===== config.mk =====
export PLATFORM = sky130hd
export DESIGN_NAME = rgbc_lane
export DESIGN_NICKNAME = d
export VERILOG_FILES = /design/src/hw/rtl/rgbc_pkg.sv /design/src/hw/rtl/rgbc_lane.sv
export SDC_FILE = /design/constraint.sdc
export NUM_CORES = 2
export LEC_CHECK = 0
export BUFFER_PORTS_ARGS = -buffer_cell sky130_fd_sc_hd__buf_2
export CAP_MARGIN = 30
export CELL_PAD_IN_SITES_DETAIL_PLACEMENT = 2
export CELL_PAD_IN_SITES_GLOBAL_PLACEMENT = 2
export CORE_UTILIZATION = 44
export DETAILED_ROUTE_END_ITERATION = 16
export PLACE_DENSITY = 0.9
export SETUP_SLACK_MARGIN = 0.1
export SLEW_MARGIN = 20
export SYNTH_ARGS = -nofsm -noshare
export SYNTH_HDL_FRONTEND = slang
export SYNTH_SLANG_ARGS = --single-unit

===== constraint.sdc =====
create_clock -name clk_i -period 11.9 [get_ports clk_i]
set_clock_uncertainty 0.1 [all_clocks]
set_input_delay 1.19 -clock clk_i [delete_from_list [all_inputs] [get_ports clk_i]]
set_output_delay 1.19 -clock clk_i [all_outputs]
set_load 0.05 [all_outputs]

===== src/hw/rtl/rgbc_pkg.sv =====
// ----------------------------------------------------------------------------
// RGB 3x3 convolution - shared package
// Widths, register indexes, pipeline control types and arithmetic constants.
// ----------------------------------------------------------------------------
package rgbc_pkg;

  // Geometry
  localparam int DefMaxWidth = 4096;
  localparam int MaxHeight   = 4096;
  localparam int GeomW       = 13;   // width of the geometry registers
  localparam int RowW        = 12;   // row counter (rows < MaxHeight)
  localparam int ResetWidth  = 640;
  localparam int ResetHeight = 480;

  // Pixel and coefficient layout
  localparam int ChanW    = 8;
  localparam int NumChan  = 3;
  localparam int PixW     = ChanW * NumChan;
  localparam int CoefW    = 24;      // three signed 8-bit weights per column
  localparam int WeightW  = 8;
  localparam int CfgAddrW = 3;
  localparam int CfgDataW = 24;

  // Pipeline
  localparam int LaneLat  = 4;       // register stages inside one lane
  localparam int OutDepth = 8;       // result buffer entries (power of two)

  // Divide by 9, double, clamp to 0..254:
  // sums at or above 127*9 saturate; below that q = (acc * 3641) >> 15 is exact.
  localparam int SatThresh = 1143;
  localparam int SatValue  = 254;
  localparam int DivRecip  = 3641;
  localparam int DivShift  = 15;

  // Request kind carried on tuser
  localparam logic CmdFlush = 1'b1;

  typedef logic [PixW-1:0]  pixel_t;
  typedef logic [ChanW-1:0] chan_t;

  typedef enum logic [CfgAddrW-1:0] {
    CFG_WIDTH      = 3'd0,
    CFG_HEIGHT     = 3'd1,
    CFG_COEF_LEFT  = 3'd2,
    CFG_COEF_MID   = 3'd3,
    CFG_COEF_RIGHT = 3'd4
  } cfg_reg_e;

  typedef enum logic [1:0] {
    KIND_CALC,     // interior pixel, filtered
    KIND_CENTER,   // border pixel emitted on a pixel request
    KIND_FLUSH     // border pixel drained by a flush request
  } emit_kind_e;

  // Control that leaves the accept stage
  typedef struct packed {
    logic       valid;   // a result follows
    emit_kind_e kind;
    logic       last;    // last pixel of the frame
    logic       step;    // a pixel was stored, shift the window
  } s1_ctrl_t;

  // Control that travels beside the lanes
  typedef struct packed {
    logic valid;
    logic calc;
    logic last;
  } res_ctrl_t;

endpackage


===== src/hw/rtl/rgbc_lane.sv =====
// ----------------------------------------------------------------------------
// RGB 3x3 convolution - channel lane
// Nine signed products, column sums, total, then divide by 9, double and clamp.
// Four register stages from window to result.
// ----------------------------------------------------------------------------
module rgbc_lane
  import rgbc_pkg::*;
(
  input  logic                        clk_i,
  input  logic [2:0][2:0][ChanW-1:0]  win_i,    // [column][row], row 0 on top
  input  logic [2:0][CoefW-1:0]       coef_i,   // [column], row -1 in low byte
  output chan_t                       res_o
);

  localparam int ProdW = ChanW + 1 + WeightW;
  localparam int ColW  = ProdW + 2;
  localparam int AccW  = ColW + 2;
  localparam int QInW  = $clog2(SatThresh);
  localparam int RecW  = $clog2(DivRecip + 1);
  localparam int QW    = QInW + RecW;
  localparam int OutQW = ChanW - 1;

  logic signed [ProdW-1:0] prod_q [3][3];
  logic signed [ColW-1:0]  col_q  [3];
  logic signed [AccW-1:0]  acc_q;
  logic        [QW-1:0]    quot;
  chan_t                   res_d;

  // Stage 1: products, pixel taken as unsigned
  always_ff @(posedge clk_i) begin
    for (int c = 0; c < 3; c++) begin
      for (int r = 0; r < 3; r++) begin
        prod_q[c][r] <= $signed({1'b0, win_i[c][r]}) *
                        $signed(coef_i[c][WeightW*r +: WeightW]);
      end
    end
  end

  // Stage 2: column sums
  always_ff @(posedge clk_i) begin
    for (int c = 0; c < 3; c++) begin
      col_q[c] <= ColW'(prod_q[c][0]) + ColW'(prod_q[c][1]) + ColW'(prod_q[c][2]);
    end
  end

  // Stage 3: total
  always_ff @(posedge clk_i) begin
    acc_q <= AccW'(col_q[0]) + AccW'(col_q[1]) + AccW'(col_q[2]);
  end

  // Stage 4: scale and clamp; negative sums give zero
  always_comb begin
    quot = QW'(acc_q[QInW-1:0]) * QW'(DivRecip);
    if (acc_q[AccW-1]) begin
      res_d = '0;
    end else if (acc_q >= $signed(AccW'(SatThresh))) begin
      res_d = ChanW'(SatValue);
    end else begin
      res_d = {quot[DivShift +: OutQW], 1'b0};
    end
  end

  always_ff @(posedge clk_i) begin
    res_o <= res_d;
  end

endmodule


Word-level counts from Yosys, hierarchy flattened:

Memory sizes are Yosys's and may differ from the RTL's.
Cells that the tools add are included.

* register bits: 29
* memory bits (writable): 210
* input port bits: 145
* output and inout bits: 8
* memories kept: 2

* add/sub/neg operators: 8
* multipliers: 10
* order comparisons: 1
* mux-type cells: 1

Memories
* prod_q: depth 3, width 51, read ports 3, clocked after memory_dff 0, wr ports 3, line rgbc_lane.sv:23 `logic signed [ProdW-1:0] prod_q [3][3];`
* col_q: depth 3, width 19, read ports 3, clocked after memory_dff 0, wr ports 3, line rgbc_lane.sv:24 `logic signed [ColW-1:0] col_q [3];`

Operator list (number)
* $mul A9 B8 Y17: 9
* $add A18 B17 Y19: 3
* $add A17 B17 Y18: 3
* $mul A11 B12 Y22 const B: 1
* $add A20 B19 Y21: 1
* $ge A21 B12 Y1 const B: 1
* $add A19 B19 Y20: 1
* $mux W8: 1

Depth between registers and ports, before layout:

* depth in word-level cells: 2
* mapped depth: 17

Worst setup path before layout:

Ideal clock, no wire load.

* path type: input to register
* start: input port coef_i[2] (netlist bit)
* end: memory prod_q[0][50] (netlist bit)
* library setup time: 0.121 ns
* arrival: 5.013 ns
* required time: 11.679 ns
* slack: 6.667 ns
* stages: 16
* path buffers: 0
* cells stage by stage: and2_1 -> fa_1 -> inv_1 -> fa_1 -> inv_1 -> fa_1 -> inv_1 -> fa_1 -> inv_1 -> ha_1 -> o21ai_2 -> a21oi_1 -> or4_1 -> a31o_1 -> o41a_1 -> xnor2_1

RTL lines
* from (decl): line rgbc_lane.sv:11 `input logic [2:0][CoefW-1:0] coef_i,`
* to (decl): line rgbc_lane.sv:23

Final worst setup path:

* start: register acc_q[10]
* end: register res_o[7]

* word-level cells in the longest chain between the ends: 2
* elaborated cells between the ends (all ways): 3

RTL lines
* from (decl): line rgbc_lane.sv:25 `logic signed [AccW-1:0] acc_q;`
* from (signal assigned): line rgbc_lane.sv:48 `acc_q <= AccW'(col_q[0]) + AccW'(col_q[1]) + AccW'(col_q[2]);`
* $mul A11 B12 Y22 or $ge A21 B12 Y1 (tied branches): line rgbc_lane.sv:53, rgbc_lane.sv:56
* $mux W8 *: line rgbc_lane.sv:56 `end else if (acc_q >= $signed(AccW'(SatThresh))) begin`
* to (signal assigned): line rgbc_lane.sv:64 `res_o <= res_d;`
* to (decl): line rgbc_lane.sv:12 `output chan_t res_o`

Mark *: on every way between the ends. The rest lies on a longest branch, timed or not.
A chain may end at the register's enable or synchronous reset.

==> run_results.csv <==
group,metric,value,unit
synth,synthesis.area_per_instance,9.40,µm²
run,count_of_maximum_capacitance_violations,0,
synth,post_synthesis_instance_area,31200,µm²
die,floorplan.initialDensity,44.5,%
synth,post_synth_edffs,0,
cells_and_area,commonest_non_fill_non_tap_cells_in_the_layout,"inv_1, ha_1, fa_1, and2_1, dfxtp_1",
min_path,worstHoldPathType,"flip-flop to flip-flop",
clocking,ctsRootBufferMaster,"clkbuf_16",
worst_setup_path,critical_path_arrival,5990,ps
clocking,post_cts.resized_instances,0,
die,floorplan.die_area,71900,µm²
die,std_cell_rows,97,
cells_and_area,design.final.nets,4601,
clocking,worst_setup_hold_path_clk_slew,70,ps
route,via_count,25669,
die,die_height,268,µm
die,count_of_boundary_i_o_pins,153,
clocking,cts.sinks,238,
worst_setup_path,timing_worst_setup_path_type,"flip-flop to flip-flop",
worst_setup_path,crit-reg2reg-launch,"acc_q[10]",
route,antenna_violating_nets_post_route,0,
worst_setup_path,critical-path-slowest-cell,"fa_1",
global_route,grt_max_degree,14,
clocking,cts-htree-levels,1,
synth,yosys_warnings,0,
route,drt-initial-drc-count,1246,
worst_setup_path,worstSetupEndpointType,"flip-flop",
worst_setup_path,critPathRequiredTime,12260,ps
die,core_area,70000,µm²
synth,postSynth.topFlopCell,"dfxtp_1",
place,placement.io_buffers,151,
route,drc_errors,0,
synth,synthArstFlopShare,0,%
clocking,tritoncts.num_buffers,28,
route,routedWlPerCell,29.6,µm
min_path,min_from,"prod_q[0][17]",
timing,final-setup-viol-count,0,
cells_and_area,layout.cells.most_common,"inv_1",
cells_and_area,n_fill_cell,7525,
route,first_pass_iters,5,
synth,yosys_register_bits,238,
status,run_status,"complete, no violations",
clocking,holdBufCountCts,0,
global_route,global_route.usage.met1,38.7,%
place,gp_routability_congestion,0.828,
timing,maxSlewViolCount,0,
synth,syn_inst,3316,
timing,timing.slew.headroom,40.2,%
cells_and_area,final-seq-area,4760,µm²
global_route,grt_antenna_before_repair,4,
cells_and_area,syn_to_final_growth,9.29,%
global_route,number_of_global_route_vias_before_repair,31584,
timing,timing.setup.tns,0,ps
global_route,grtUsageTotal,37.4,%
worst_setup_path,ordered_cell_list_for_the_critical_path,"fa_1 > ha_1 > inv_1 > fa_1 > inv_1 > fa_1 > inv_1 > fa_1 > inv_1 > ha_1 > or3_1 > a211oi_2 > o31ai_2 > a21oi_1 > nand2_1 > a311oi_1",
worst_setup_path,crit_buf_inv,4,
worst_setup_path,ff2ff_setup_slack,6270,ps
worst_setup_path,critPathTopFamily,"adder cells",
timing,tightestPinTransition,890,ps
clocking,clockBufferDepth,3,
global_route,groute.layer.met2.usage,69.6,%
global_route,grt.met3_usage,5.82,%
timing,max_freq,0.177,GHz
synth,synthesized_nets,4424,
timing,finalWorstPathRequiredPeriod,5630,ps
cells_and_area,multi_input_comb_area,23800,µm²
worst_setup_path,critPathMaxStageDelay,560,ps
synth,synth-seq-area-share,15.3,%
cells_and_area,drive_above_1_share,6.54,%
global_route,global_route_hottest_layer,"met2",
worst_setup_path,critPathMaxFanout,6,
timing,timing.final.crit_share,47.3,%
timing,final_hold_viol_count,0,
clocking,cts_tree,"yes",
clocking,clock_insertion_delay_worst_skew,600,ps
route,routed_wirelength,132000,µm
route,vias_per_cell,5.75,
timing,grt_setup_unrepaired,"false",
place,hpwl,90800,µm
worst_setup_path,timing.critical_path.from,"acc_q[10]",
worst_setup_path,crit_path_start_kind,"flip-flop",
global_route,grt-ovfl-total,0,
synth,synth.distinct_cells,70,
global_route,grt_pass1_wl,201000,µm
clocking,setup_fix_buffers_added_after_clock_tree_synthesis,0,
die,chipWidth,268,µm
worst paths after layout:
| path | to | cells past startpoint |
|---|---|---|
| setup / recovery | res_o[7] | 16 |
| hold reg to reg | col_q[0][0] | 3 |
| setup reg to reg | res_o[7] | 16 |
| hold / removal | col_q[0][0] | 3 |
synthesized netlist by cell type (13+ instances only):
master | number | area, µm²
nand3_1 | 25 | 125
nand2_1 | 231 | 867
xnor2_1 | 136 | 1190
nor2_1 | 197 | 739
a21o_1 | 27 | 203
o21ai_0 | 29 | 145
inv_1 | 687 | 2580
dfxtp_1 | 238 | 4760
xor2_1 | 27 | 236
nor2b_1 | 26 | 163
nor3_1 | 46 | 230
or3_1 | 13 | 81.3
and2_1 | 325 | 2030
a21oi_1 | 83 | 415
o21a_1 | 27 | 203
o41a_1 | 16 | 180
fa_1 | 439 | 8790
and3_1 | 13 | 81.3
ha_1 | 524 | 6560
o21ai_1 | 32 | 160
nand2b_1 | 37 | 231
cells by family after synthesis:
family                   Yosys count  synth area share [%]
buffers and inverters            693                  8.36
adder cells (fa/ha/maj)          963                  49.2
AND/OR/NAND/NOR                  938                  15.2
flip-flops                       238                  15.3
XOR/XNOR                         163                  4.58
other                              1                0.0120
AO/OA/AOI/OAI                    320                  7.33
per-stage QoR:
| step | utilization [%] | cells | hold WS (ps) | cell area (µm²) | worst slack [ps] |
|---|---|---|---|---|---|
| final | 48.6 | 4462 | 521 | 34100 | 6270 |
| after global routing | 48.6 | 4460 | 577 | 34100 | 6060 |
| after CTS | 48.6 | 4455 | 529 | 34000 | 6280 |
| after detailed placement | 47.2 | 4403 | 496 | 33100 | 6050 |
| after global placement | 47.2 | 4403 | 477 | 33100 | 6330 |
| after floorplan | - | 3316 | 449 | 31200 | 6670 |
final cells by class:
cell class	count	area share, %
inverter	688	7.58
sequential	238	14.0
multi-input combinational	2385	69.9
clock buffer	38	2.46
timing repair buffer	152	2.24
tap	940	3.45
antenna	7	0.0514
clock inverter	14	0.360
tightest hold or removal path: cells and delay by family (launching register included):
family | cells | cell delay (ps)
fa+ha+maj | 1 | 160
flops | 1 | 310
buf+inv | 2 | 120
routing by layer:
metal	wire, µm	up-vias
li1	-	10811
met1	46900	13344
met2	70100	933
met3	5130	581
met4	9890	0
met5	0	-
registers in the layout (all words and copies together), names as in the netlist:
name / cells
acc_q: 21
col_q: 57
prod_q: 153
res_o: 7
Power is not shown: default switching activity piles up to over one toggle a cycle in this logic, so the estimate is an artifact.
