<file path="config.mk">
export PLATFORM = sky130hd
export DESIGN_NAME = rgbc_merge
export DESIGN_NICKNAME = d
export VERILOG_FILES = /design/src/hw/rtl/rgbc_pkg.sv /design/src/hw/rtl/rgbc_merge.sv
export SDC_FILE = /design/constraint.sdc
export NUM_CORES = 1
export LEC_CHECK = 0
export BUFFER_PORTS_ARGS = -buffer_cell sky130_fd_sc_hd__buf_2
export CELL_PAD_IN_SITES_DETAIL_PLACEMENT = 1
export CELL_PAD_IN_SITES_GLOBAL_PLACEMENT = 2
export CORE_MARGIN = 2
export CORE_UTILIZATION = 40
export DETAILED_ROUTE_END_ITERATION = 6
export PLACE_DENSITY_LB_ADDON = 0.1
export SETUP_SLACK_MARGIN = 0.1
export SLEW_MARGIN = 20
export SYNTH_ARGS = -nofsm -noshare
export SYNTH_HDL_FRONTEND = slang
export SYNTH_SLANG_ARGS = --single-unit
</file>
<file path="constraint.sdc">
create_clock -name clk_i -period 2.67 [get_ports clk_i]
set_input_delay 0.1335 -clock clk_i [delete_from_list [all_inputs] [get_ports clk_i]]
set_output_delay 0.1335 -clock clk_i [all_outputs]
set_load 0.05 [all_outputs]
</file>
<file path="src/hw/rtl/rgbc_pkg.sv">
// ----------------------------------------------------------------------------
// RGB 3x3 convolution - shared package
// Widths, register indexes, pipeline control types and arithmetic constants.
// ----------------------------------------------------------------------------
package rgbc_pkg;

  // Geometry
  localparam int DefMaxWidth = 4096;
  localparam int MaxHeight   = 4096;
  localparam int GeomW       = 13;   // width of the geometry registers
  localparam int RowW        = 12;   // row counter (rows < MaxHeight)
  localparam int ResetWidth  = 640;
  localparam int ResetHeight = 480;

  // Pixel and coefficient layout
  localparam int ChanW    = 8;
  localparam int NumChan  = 3;
  localparam int PixW     = ChanW * NumChan;
  localparam int CoefW    = 24;      // three signed 8-bit weights per column
  localparam int WeightW  = 8;
  localparam int CfgAddrW = 3;
  localparam int CfgDataW = 24;

  // Pipeline
  localparam int LaneLat  = 4;       // register stages inside one lane
  localparam int OutDepth = 8;       // result buffer entries (power of two)

  // Divide by 9, double, clamp to 0..254:
  // sums at or above 127*9 saturate; below that q = (acc * 3641) >> 15 is exact.
  localparam int SatThresh = 1143;
  localparam int SatValue  = 254;
  localparam int DivRecip  = 3641;
  localparam int DivShift  = 15;

  // Request kind carried on tuser
  localparam logic CmdFlush = 1'b1;

  typedef logic [PixW-1:0]  pixel_t;
  typedef logic [ChanW-1:0] chan_t;

  typedef enum logic [CfgAddrW-1:0] {
    CFG_WIDTH      = 3'd0,
    CFG_HEIGHT     = 3'd1,
    CFG_COEF_LEFT  = 3'd2,
    CFG_COEF_MID   = 3'd3,
    CFG_COEF_RIGHT = 3'd4
  } cfg_reg_e;

  typedef enum logic [1:0] {
    KIND_CALC,     // interior pixel, filtered
    KIND_CENTER,   // border pixel emitted on a pixel request
    KIND_FLUSH     // border pixel drained by a flush request
  } emit_kind_e;

  // Control that leaves the accept stage
  typedef struct packed {
    logic       valid;   // a result follows
    emit_kind_e kind;
    logic       last;    // last pixel of the frame
    logic       step;    // a pixel was stored, shift the window
  } s1_ctrl_t;

  // Control that travels beside the lanes
  typedef struct packed {
    logic valid;
    logic calc;
    logic last;
  } res_ctrl_t;

endpackage

</file>
<file path="src/hw/rtl/rgbc_merge.sv">
// ----------------------------------------------------------------------------
// RGB 3x3 convolution - merge and result buffer
// Joins the three lane results or the passed pixel into one result and
// queues it for the output stream.
// ----------------------------------------------------------------------------
module rgbc_merge
  import rgbc_pkg::*;
(
  input  logic                       clk_i,
  input  logic                       rst_ni,
  input  res_ctrl_t                  ctrl_i,
  input  pixel_t                     pass_i,
  input  logic [NumChan-1:0][ChanW-1:0] lane_i,
  output logic                       m_axis_tvalid,
  input  logic                       m_axis_tready,
  output logic [PixW-1:0]            m_axis_tdata,
  output logic                       m_axis_tlast
);

  localparam int PtrW = $clog2(OutDepth);

  typedef struct packed {
    logic   last;
    pixel_t pix;
  } entry_t;

  entry_t            slot_q [OutDepth];
  entry_t            entry;
  logic [PtrW-1:0]   wr_q, rd_q;
  logic [PtrW:0]     fill_q;
  logic              push, pop;

  // Pick filtered or passed pixel
  always_comb begin
    entry.last = ctrl_i.last;
    entry.pix  = ctrl_i.calc ? pixel_t'(lane_i) : pass_i;
  end

  assign push = ctrl_i.valid;
  assign pop  = m_axis_tvalid & m_axis_tready;

  // Buffer storage
  always_ff @(posedge clk_i) begin
    if (push) begin
      slot_q[wr_q] <= entry;
    end
  end

  // Pointers and fill level
  always_ff @(posedge clk_i or negedge rst_ni) begin
    if (!rst_ni) begin
      wr_q   <= '0;
      rd_q   <= '0;
      fill_q <= '0;
    end else begin
      if (push) begin
        wr_q <= wr_q + 1'b1;
      end
      if (pop) begin
        rd_q <= rd_q + 1'b1;
      end
      fill_q <= fill_q + (PtrW+1)'(push) - (PtrW+1)'(pop);
    end
  end

  assign m_axis_tvalid = (fill_q != '0);
  assign m_axis_tdata  = slot_q[rd_q].pix;
  assign m_axis_tlast  = slot_q[rd_q].last;

endmodule

</file>
# Yosys cells after proc, flatten, opt, wreduce, memory -nomap -nowiden
# Memory sizes are Yosys's and may differ from the RTL's.
# Cells that the tools add are included.
[totals]
inputBits = 54
wordCells = 13
memories = 1
out_inout_bits = 26
ramBits = 200
register_bits = 10
[mem_list]
columns = ["name", "depth", "word_bits", "read_ports", "rd_clocked_by_memory_dff", "write_ports", "line", "rtl"]
rows = [
  ["slot_q", 8, 25, 1, 0, 1, "rgbc_merge.sv:27", "entry_t slot_q [OutDepth];"],
]
[classes]
reduce_logical = 1
n_mux = 3
n_addsub = 4
bitwise_logic = 1
[op_table]
columns = ["operator", "n"]
rows = [
  ["two-way mux 24 bit", 1],
  ["adder 3 x 1 -> 3 bit, second input constant", 2],
  ["adder 4 x 1 -> 4 bit", 1],
  ["nonzero test 4 bit", 1],
  ["subtractor 4 x 1 -> 4 bit", 1],
  ["two-way mux 1 bit", 2],
  ["AND 1 bit", 1],
]

# Depth between registers and ports, before layout
# Gate-level depths: netlist of the first run.
[logic_depth]
depth_word = 3
ltp_mapped = 11
depth_no_buf = 11

# Least setup slack after synthesis of the first run
# No wires, ideal clock.
[synth_timing]
path_kind = "register to register"
start = "register wr_q[1]"
end = "memory slot_q[0][0] in the netlist's numbering, enable pin"
path_stages_with_launch = 3
arrival_ps = 2310
setup_time_ps = 438
t_required_ps = 2232
path_slack_ps = -78
path_buffers = 0
cell_sequence = "dfrtp_1 nand2b_1 nor3_1"
[synth_rtl]
columns = ["element", "line", "rtl"]
rows = [
  ["from (decl)", "rgbc_merge.sv:29", "logic [PtrW-1:0] wr_q, rd_q;"],
  ["from (signal assigned)", "rgbc_merge.sv:57", "wr_q <= wr_q + 1'b1;"],
  ["to (decl)", "rgbc_merge.sv:27", ""],
]
# Straight into the memory's write port.

# Worst setup path after layout of the first run
[layout_timing]
start = "register rd_q[0]"
end = "output port m_axis_tdata[13]"
[layout_between]
elab_chain_cells = 1
[layout_rtl]
columns = ["element", "line", "rtl"]
rows = [
  ["from (decl)", "rgbc_merge.sv:29", ""],
  ["from (signal assigned)", "rgbc_merge.sv:60", "rd_q <= rd_q + 1'b1;"],
  ["memory read (8 x 25 bit)", "n/a", ""],
  ["to (decl)", "rgbc_merge.sv:16", "output logic [PixW-1:0] m_axis_tdata,"],
]
# No other way between the ends.

==> results of run 1 <==
-- metrics by stage --
stage | instance area [sq um] | setup slack (ps)
5_1_grt | 10220 | 109.1
6_report | 10220 | 199.8
3_5_place_dp | 9420 | 205.1
4_1_cts | 10220 | 181.2
3_3_place_gp | 9420 | 279.8
2_1_floorplan | 8551 | 152.6
-- per-layer routing --
layer  share of wire (%)  vias to the layer above
met4                 2.3                        0
met5                   0                        -
li1                    -                     1788
met1                  46                     2078
met3                 3.3                       29
met2                  49                       82
-- cells by family (layout without fill, tap and decap cells) --
logic type      Yosys count  after routing  synth area share, %
flops                   210            210                73.25
mux                     101            101                22.06
buf+inv                  27            149                1.729
simple gates             17             17               0.9375
fa+ha+maj                 8              8                1.260
xor+xnor                  6              6               0.6153
compound gates            2              2               0.1465
-- final timing paths --
kind / slack (ps) / endpoint / depth (start not counted)
setup / recovery: 200 / m_axis_tdata[13] / 4
hold / removal: 40 / wr_q[2] / 2
setup reg to reg: 240 / fill_q[1] / 11
hold reg to reg: 560 / wr_q[1] / 1
max in group asynchronous: 2410 / rd_q[0] / 2
min in group clk_i: 40 / slot_q[4][15] / 2
-- power breakdown --
group | internal, W | switching [W] | leakage (nW)
clock network | 0.00194 | 0.00118 | 0.368
registers | 0.00420 | 0.000216 | 1.93
logic | 0.00160 | 0.00265 | 1.32
-- worst max-delay path: stages, from the launching register on --
cell and delay (ps):
dfrtp_4 480, buf_12 230, mux4_1 580, mux2_2 320
buf_2 220
-- cell usage after synthesis --
library cell and count:
a21o_1 1, a21oi_1 1, buf_1 1, buf_2 1
buf_6 6, clkbuf_1 10, dfrtp_1 10, edfxtp_1 200
fa_1 1, ha_1 7, inv_1 9, mux2_2 51
mux4_1 49, mux4_2 1, nand2_1 4, nand2b_1 3
nand3_1 1, nor2_1 6, nor3_1 2, or3b_2 1
xnor2_1 4, xor2_1 2
-- area by class of cell --
cell class              count  area share [%]
repair buffers            100           6.119
clock buffers              30           6.180
inverters                   9          0.3304
flip-flops and latches    210           61.25
clock inverters            10           1.163
multi-input cells         134           21.59
well taps                 275           3.366
-- layout by cell type (no fill, tap or decap), drive strengths merged --
master,synthesis,final
clkinv,0,7
or3b,1,1
clkbuf,10,30
nor3,2,2
dlygate4sd3,0,4
edfxtp,200,200
a21oi,1,1
a21o,1,1
mux4,50,50
ha,7,7
nand2b,3,3
dfrtp,10,10
bufinv,0,3
xor2,2,2
buf,8,96
nand2,4,4
nand3,1,1
xnor2,4,4
fa,1,1
inv,9,9
mux2,51,51
nor2,6,6
-- flip-flops by register name, summed over array words and instances (netlist names) --
register and count:
fill_q 4, rd_q 3, slot_q 200, wr_q 3
-- repair_timing --
item                                    4_1_cts  5_1_grt
pin swaps                                     0        0
hold buffers                                  4        0
buffers inserted                              1        0
gates resized for setup                       1        1
endpoints found under the setup margin       22        2
cloned                                        0        0
endpoints found under the hold margin        23        0
==> results.json, run 1 <==
{
  "status": "finished clean",
  "synth_area_sq_mm": 0.008541,
  "io_buffer_count": 79,
  "start_kind": "register",
  "ys_top_cells_by_area": "edfxtp_1 70%, mux4_1 15%, mux2_2 6.7%",
  "htreeDepth": 1,
  "rows": 53,
  "grt_usage_pct": 15.66,
  "synth.largest_area_cell": "edfxtp_1",
  "layoutNonFillerInstCount": 768,
  "ir_worst_vdd_mv": 0.5721,
  "p_leak_nw": 3.620,
  "root_buffer": "clkbuf_16",
  "numCtsBuffers": 22,
  "seq_area_sq_mm": 0.006262,
  "synth_seq_cells": 210,
  "critPathKind": "register to output port",
  "vias": 3977,
  "grtUsageMet3_pct": 2.515,
  "use_met2_pct": 26.10,
  "dieArea_sq_mm": 0.02254,
  "synthesis.nets": 433,
  "cap_viol_max_count": 0,
  "routed_wl_mm": 16.98,
  "drc": 0,
  "worst_pin_slew_ps": 712.4,
  "finalCritPeriodShare_pct": 92.52,
  "path_max_fanout": 25,
  "drt_pass1_iterations": 4,
  "clock_skew_ps": 13.45,
  "setup_tns_ps": 0,
  "synthCells": 371,
  "clockBufferDepth": 3,
  "max_freq_mhz": 404.8,
  "cts_tree": "done",
  "rsz0062_at_grt": "no",
  "clk_latency_ps": 500,
  "cts.sinks": 210,
  "worstHoldPathType": "input pin to async pin",
  "crit_start": "rd_q[0]",
  "multiInputGateArea_sq_mm": 0.002207,
  "fillers": 1882,
  "met1_usage_pct": 21.46,
  "drive_above_1_share_pct": 38.95,
  "maxSlewViolCount": 0,
  "syn_avg_cell_area_sq_um": 23.02,
  "crit_required_ps": 2540,
  "final_nets": 539,
  "cp.arrival_ps": 2340,
  "p_total_w": 0.01178,
  "die_w_microns": 150.1,
  "gp_congestion": 0.7200,
  "setup_viol": 0,
  "min_period_ps": 2470,
  "dp_cells": 723,
  "endpoint_kind": "output port",
  "ant_nets": 0,
  "antenna_found_initial": 0,
  "hold_violations": 0,
  "final_core_utilization_pct": 48.63,
  "hold_ws_ps": 40.69,
  "grt_pass1_wl_mm": 25.81,
  "diodes": 0,
  "start_util_pct": 40.63,
  "synth_cell_types": 22,
  "path_clk_slew_ps": 60,
  "grt_pass1_vias": 4279,
  "grt_overflow": 0,
  "routed_via_density": 5.178,
  "hpwlAfterDp_mm": 9.606,
  "wire_per_inst_microns": 22.11,
  "r2r-start": "fill_q[2]",
  "die_h_microns": 150.1,
  "grt.busiest_layer": "met2",
  "syn_to_final_growth_pct": 19.70,
  "ys_warn_count": 0,
  "core-area_sq_mm": 0.02102,
  "grt_max_degree": 35,
  "drtIter0Drc": 184,
  "ios": 80,
  "power_density_mw_per_mm2": 1153,
  "ys_seq_area_share_pct": 73.25,
  "synth_top_area_share_pct": 70.32,
  "relSlewSlack_pct": 52.51
}
No activity file was read; power rests on OpenSTA's default activity.
==> run 2, diff against run 1 <==
Settings changed: BUFFER_PORTS_ARGS -buffer_cell sky130_fd_sc_hd__buf_2 to -buffer_cell sky130_fd_sc_hd__clkbuf_2.
==> results.json, run 2 (synthesis gave the netlist of run 1 again) <==
{
  "cap_viol_max_count": 0,
  "hold_violations": 0,
  "reg_top3": "slot_q: 200 flops, fill_q: 4 flops",
  "core-area_sq_mm": 0.02102,
  "clk_latency_ps": 500,
  "crit_chain": "buf_4, mux4_1, mux2_2, clkbuf_2",
  "start_kind": "register",
  "maxSlewViolCount": 0,
  "crit_buf_inv": 2,
  "dieArea_sq_mm": 0.02254,
  "die_h_microns": 150.1,
  "largest_register_ffs": 200,
  "cts_tree": "done",
  "p_leak_nw": 3.657,
  "ant_nets": 0,
  "numCtsBuffers": 24,
  "critPathKind": "register to output port",
  "drive_above_1_share_pct": 40.00,
  "root_buffer": "clkbuf_16",
  "setup_tns_ps": 0,
  "grt_max_degree": 28,
  "rows": 53,
  "antenna_found_initial": 0,
  "ios": 80,
  "syn_to_final_growth_pct": 19.89,
  "endpoint_kind": "output port",
  "hpwlAfterDp_mm": 10.49,
  "final_nets": 544,
  "final_common_cell": "edfxtp_1",
  "io_buffer_count": 79,
  "gp_congestion": 0.7016,
  "grt_pass1_vias": 4385,
  "grt_usage_pct": 15.92,
  "drt_pass1_iterations": 4,
  "vias": 4039,
  "crit_start": "rd_q[2]",
  "worst_pin_slew_ps": 918.2,
  "routed_via_density": 5.212,
  "layout_common_cells": "200 x edfxtp_1, 79 x clkbuf_2, 51 x mux2_2",
  "cp.arrival_ps": 2330,
  "die_w_microns": 150.1,
  "grt_overflow": 0,
  "start_util_pct": 40.63,
  "fillers": 1908,
  "hold_ws_ps": 43.63,
  "cp_slowest_cell": "dfrtp_2",
  "crit_required_ps": 2540,
  "drc": 0,
  "ir_worst_vdd_mv": 0.7143,
  "path_clk_slew_ps": 60,
  "top_register": "slot_q",
  "drtIter0Drc": 299,
  "clock_skew_ps": 6.597,
  "setup_viol": 0,
  "finalCritPeriodShare_pct": 92.14,
  "path_max_fanout": 19,
  "r2r-start": "fill_q[2]",
  "status": "finished clean",
  "max_stage_delay_ps": 560,
  "grt_pass1_wl_mm": 26.36,
  "min_period_ps": 2460,
  "rsz0062_at_grt": "no",
  "crit_family": "multiplexers",
  "relSlewSlack_pct": 38.79,
  "routed_wl_mm": 17.32,
  "worstHoldPathType": "input pin to async pin",
  "power_density_mw_per_mm2": 1145,
  "wire_per_inst_microns": 22.35,
  "cts.sinks": 210,
  "diodes": 0,
  "htreeDepth": 1,
  "clockBufferDepth": 3,
  "max_freq_mhz": 406.5
}
-- run 2: area by class of cell --
cell class | instances | area [sq um] | area share, %
Sequential cell | 210 | 6262 | 61.16
Multi-Input combinational cell | 134 | 2210 | 21.58
Timing Repair Buffer | 103 | 635.6 | 6.207
Clock buffer | 26 | 608.1 | 5.938
Tap cell | 275 | 344.1 | 3.360
Clock inverter | 18 | 146.4 | 1.430
Inverter | 9 | 33.78 | 0.3299
-- run 2: per-layer routing --
| layer | part of all wire [%] | global-route usage (%) | up-vias |
|---|---|---|---|
| met5 | 0 | 0 | - |
| met2 | 52 | 27.85 | 75 |
| met3 | 3.2 | 2.394 | 17 |
| met4 | 1.1 | 3.066 | 0 |
| li1 | - | - | 1807 |
| met1 | 44 | 21.39 | 2140 |
-- run 2: stage by stage --
stage	instance area [sq um]	worst slack, ps	util, %	power (W)	cells
after floorplan	8551	152.6	-	0.007613	371
after global placement	9430	277.9	44.86	0.008719	726
after detailed placement	9430	192.5	44.86	0.008781	726
after CTS	10230	144.4	48.69	0.01193	775
after global routing	10240	110.5	48.71	0.01230	775
final	10240	209.9	48.71	0.01172	775
-- run 2: worst paths after layout --
| path | cells past startpoint | slack [ps] | to |
|---|---|---|---|
| setup / recovery | 4 | 210 | m_axis_tdata[14] |
| hold / removal | 2 | 40 | fill_q[3] |
| setup reg to reg | 11 | 350 | fill_q[2] |
| hold reg to reg | 1 | 570 | wr_q[1] |
| max in group asynchronous | 2 | 2380 | rd_q[0] |
| min in group clk_i | 2 | 50 | slot_q[2][20] |
-- run 2: worst reg2reg max path: stages (launching register included) --
cell     delay, ps
dfrtp_1        360
inv_1           80
ha_1           160
or3b_4         390
nand2_2        110
inv_1           50
ha_1           260
inv_1           60
ha_1           150
inv_1           60
fa_1           400
xnor2_1        130
-- run 2: timing repair --
action,4_1_cts,5_1_grt
setup endpoints to repair,20,2
hold buffers,4,0
pin swaps,0,1
endpoints found under the hold margin,22,0
buffers inserted,1,0
gates resized for setup,1,2
-- run 2: power by group --
part / internal (W) / total [W] / switching [W]
clock network: 0.00184 / 0.00307 / 0.00124
logic: 0.00158 / 0.00412 / 0.00254
registers: 0.00420 / 0.00453 / 0.000332
total: 0.00761 / 0.0117 / 0.00411
==> run 3, diff against run 2 <==
Settings changed: BUFFER_PORTS_ARGS -buffer_cell sky130_fd_sc_hd__clkbuf_2 to default, DONT_BUFFER_PORTS from default to 1.
==> results.json, run 3 (synthesis gave the netlist of run 1 again) <==
{
  "syn_to_final_growth_pct": 21.68,
  "setup_viol": 0,
  "worstHoldPathType": "input pin to register",
  "core-area_sq_mm": 0.02102,
  "final_nets": 505,
  "root_buffer": "clkbuf_16",
  "top_register": "slot_q",
  "setup_tns_ps": 0,
  "numCtsBuffers": 23,
  "antenna_found_initial": 0,
  "path_max_fanout": 52,
  "cts.sinks": 210,
  "final_area_sq_mm": 0.01039,
  "grt_max_degree": 53,
  "worst_pin_slew_ps": 590.7,
  "cts_tree": "done",
  "power_density_mw_per_mm2": 1157,
  "relSlewSlack_pct": 60.53,
  "drive_above_1_share_pct": 26.14,
  "vias": 3920,
  "cap_viol_max_count": 0,
  "grt_usage_pct": 16.01,
  "drt_pass1_iterations": 4,
  "rows": 53,
  "drc": 0,
  "grt_overflow": 0,
  "reg_top3": "slot_q: 200 flops, fill_q: 4 flops",
  "ir_worst_vdd_mv": 0.6182,
  "ant_nets": 0,
  "min_period_ps": 2463,
  "p_total_w": 0.01203,
  "max_stage_delay_ps": 640,
  "clock_skew_ps": 16.29,
  "diodes": 0,
  "critPathKind": "register to output port",
  "final_common_cell": "edfxtp_1",
  "dieArea_sq_mm": 0.02254,
  "p_leak_nw": 3.552,
  "cp_slowest_cell": "mux4_1",
  "htreeDepth": 1,
  "crit_chain": "buf_12, mux4_1, mux2_2",
  "die_w_microns": 150.1,
  "clk_latency_ps": 500,
  "io_buffer_count": 0,
  "start_kind": "register",
  "routed_wl_mm": 17.55,
  "maxSlewViolCount": 0,
  "ios": 80,
  "finalCritPeriodShare_pct": 92.25,
  "place_area_sq_mm": 0.009045,
  "hpwlAfterDp_mm": 9.806,
  "gp_congestion": 0.6600,
  "clockBufferDepth": 3,
  "drtIter0Drc": 196,
  "crit_required_ps": 2540,
  "layout_common_cells": "200 x edfxtp_1, 51 x mux2_2, 49 x mux4_1",
  "rsz0062_at_grt": "no",
  "hold_violations": 0,
  "cp.arrival_ps": 2330,
  "wire_per_inst_microns": 23.91,
  "start_util_pct": 40.63,
  "endpoint_kind": "output port",
  "status": "finished clean",
  "max_freq_mhz": 406.0,
  "largest_register_ffs": 200,
  "grt_pass1_wl_mm": 26.19,
  "die_h_microns": 150.1,
  "path_clk_slew_ps": 60,
  "grt_pass1_vias": 4272,
  "routed_via_density": 5.341
}
run 3: per-layer routing:
metal / share of wire, % / global-route usage, % / vias up
met4: 1.2 / 3.585 / 0
met5: 0 / 0 / -
li1: - / - / 1730
met3: 4.8 / 3.333 / 18
met1: 44 / 21.22 / 2085
met2: 50 / 27.44 / 87
run 3: per-stage QoR:
step / hold slack (ps) / setup slack, ps / cells / util [%]
final: 2.944 / 206.8 / 734 / 49.44
after global routing: 6.210 / 111.5 / 734 / 49.44
after CTS: 0.8742 / 189.3 / 734 / 49.43
after detailed placement: -161.6 / 219.1 / 645 / 43.03
after global placement: -161.5 / 293.8 / 645 / 43.03
after floorplan: -162.1 / 152.6 / 371 / -
run 3: worst paths after layout:
| path | startpoint | to | slack, ps | cells past startpoint |
|---|---|---|---|---|
| worst min register to register | wr_q[1] | wr_q[1] | 580 | 1 |
| min in group asynchronous | rst_ni | fill_q[2] | 30 | 1 |
| worst max register to register | fill_q[2] | fill_q[2] | 260 | 11 |
| worst min-delay path | lane_i[5] | slot_q[3][5] | 3 | 1 |
| worst max-delay path | rd_q[0] | m_axis_tdata[13] | 210 | 3 |
| max in group asynchronous | rst_ni | rd_q[2] | 2270 | 1 |
run 3: critical path, delay by kind of cell, from the launching register on:
| family | cells | cell delay (ps) |
|---|---|---|
| multiplexers | 2 | 1060 |
| flip-flops | 1 | 380 |
| buffers and inverters | 1 | 350 |
run 3: where the power goes:
part	internal (W)	switching [W]
logic	0.00142	0.00259
registers	0.00419	0.000230
clock network	0.00234	0.00125
run 3: repair_timing:
item	4_1_cts	5_1_grt
setup endpoints to repair	0	1
resized for setup	0	1
endpoints found under the hold margin	203	0
buffers inserted	0	0
hold buffers	48	0
run 3: final cells by class:
class                      instances  area [sq um]
fill                            1833         10630
sequential                       210          6260
multi-input combinational        134          2207
timing repair buffer              65         683.2
clock buffer                      24         579.3
tap                              275         344.1
clock inverter                    17         285.3
inverter                           9         33.78
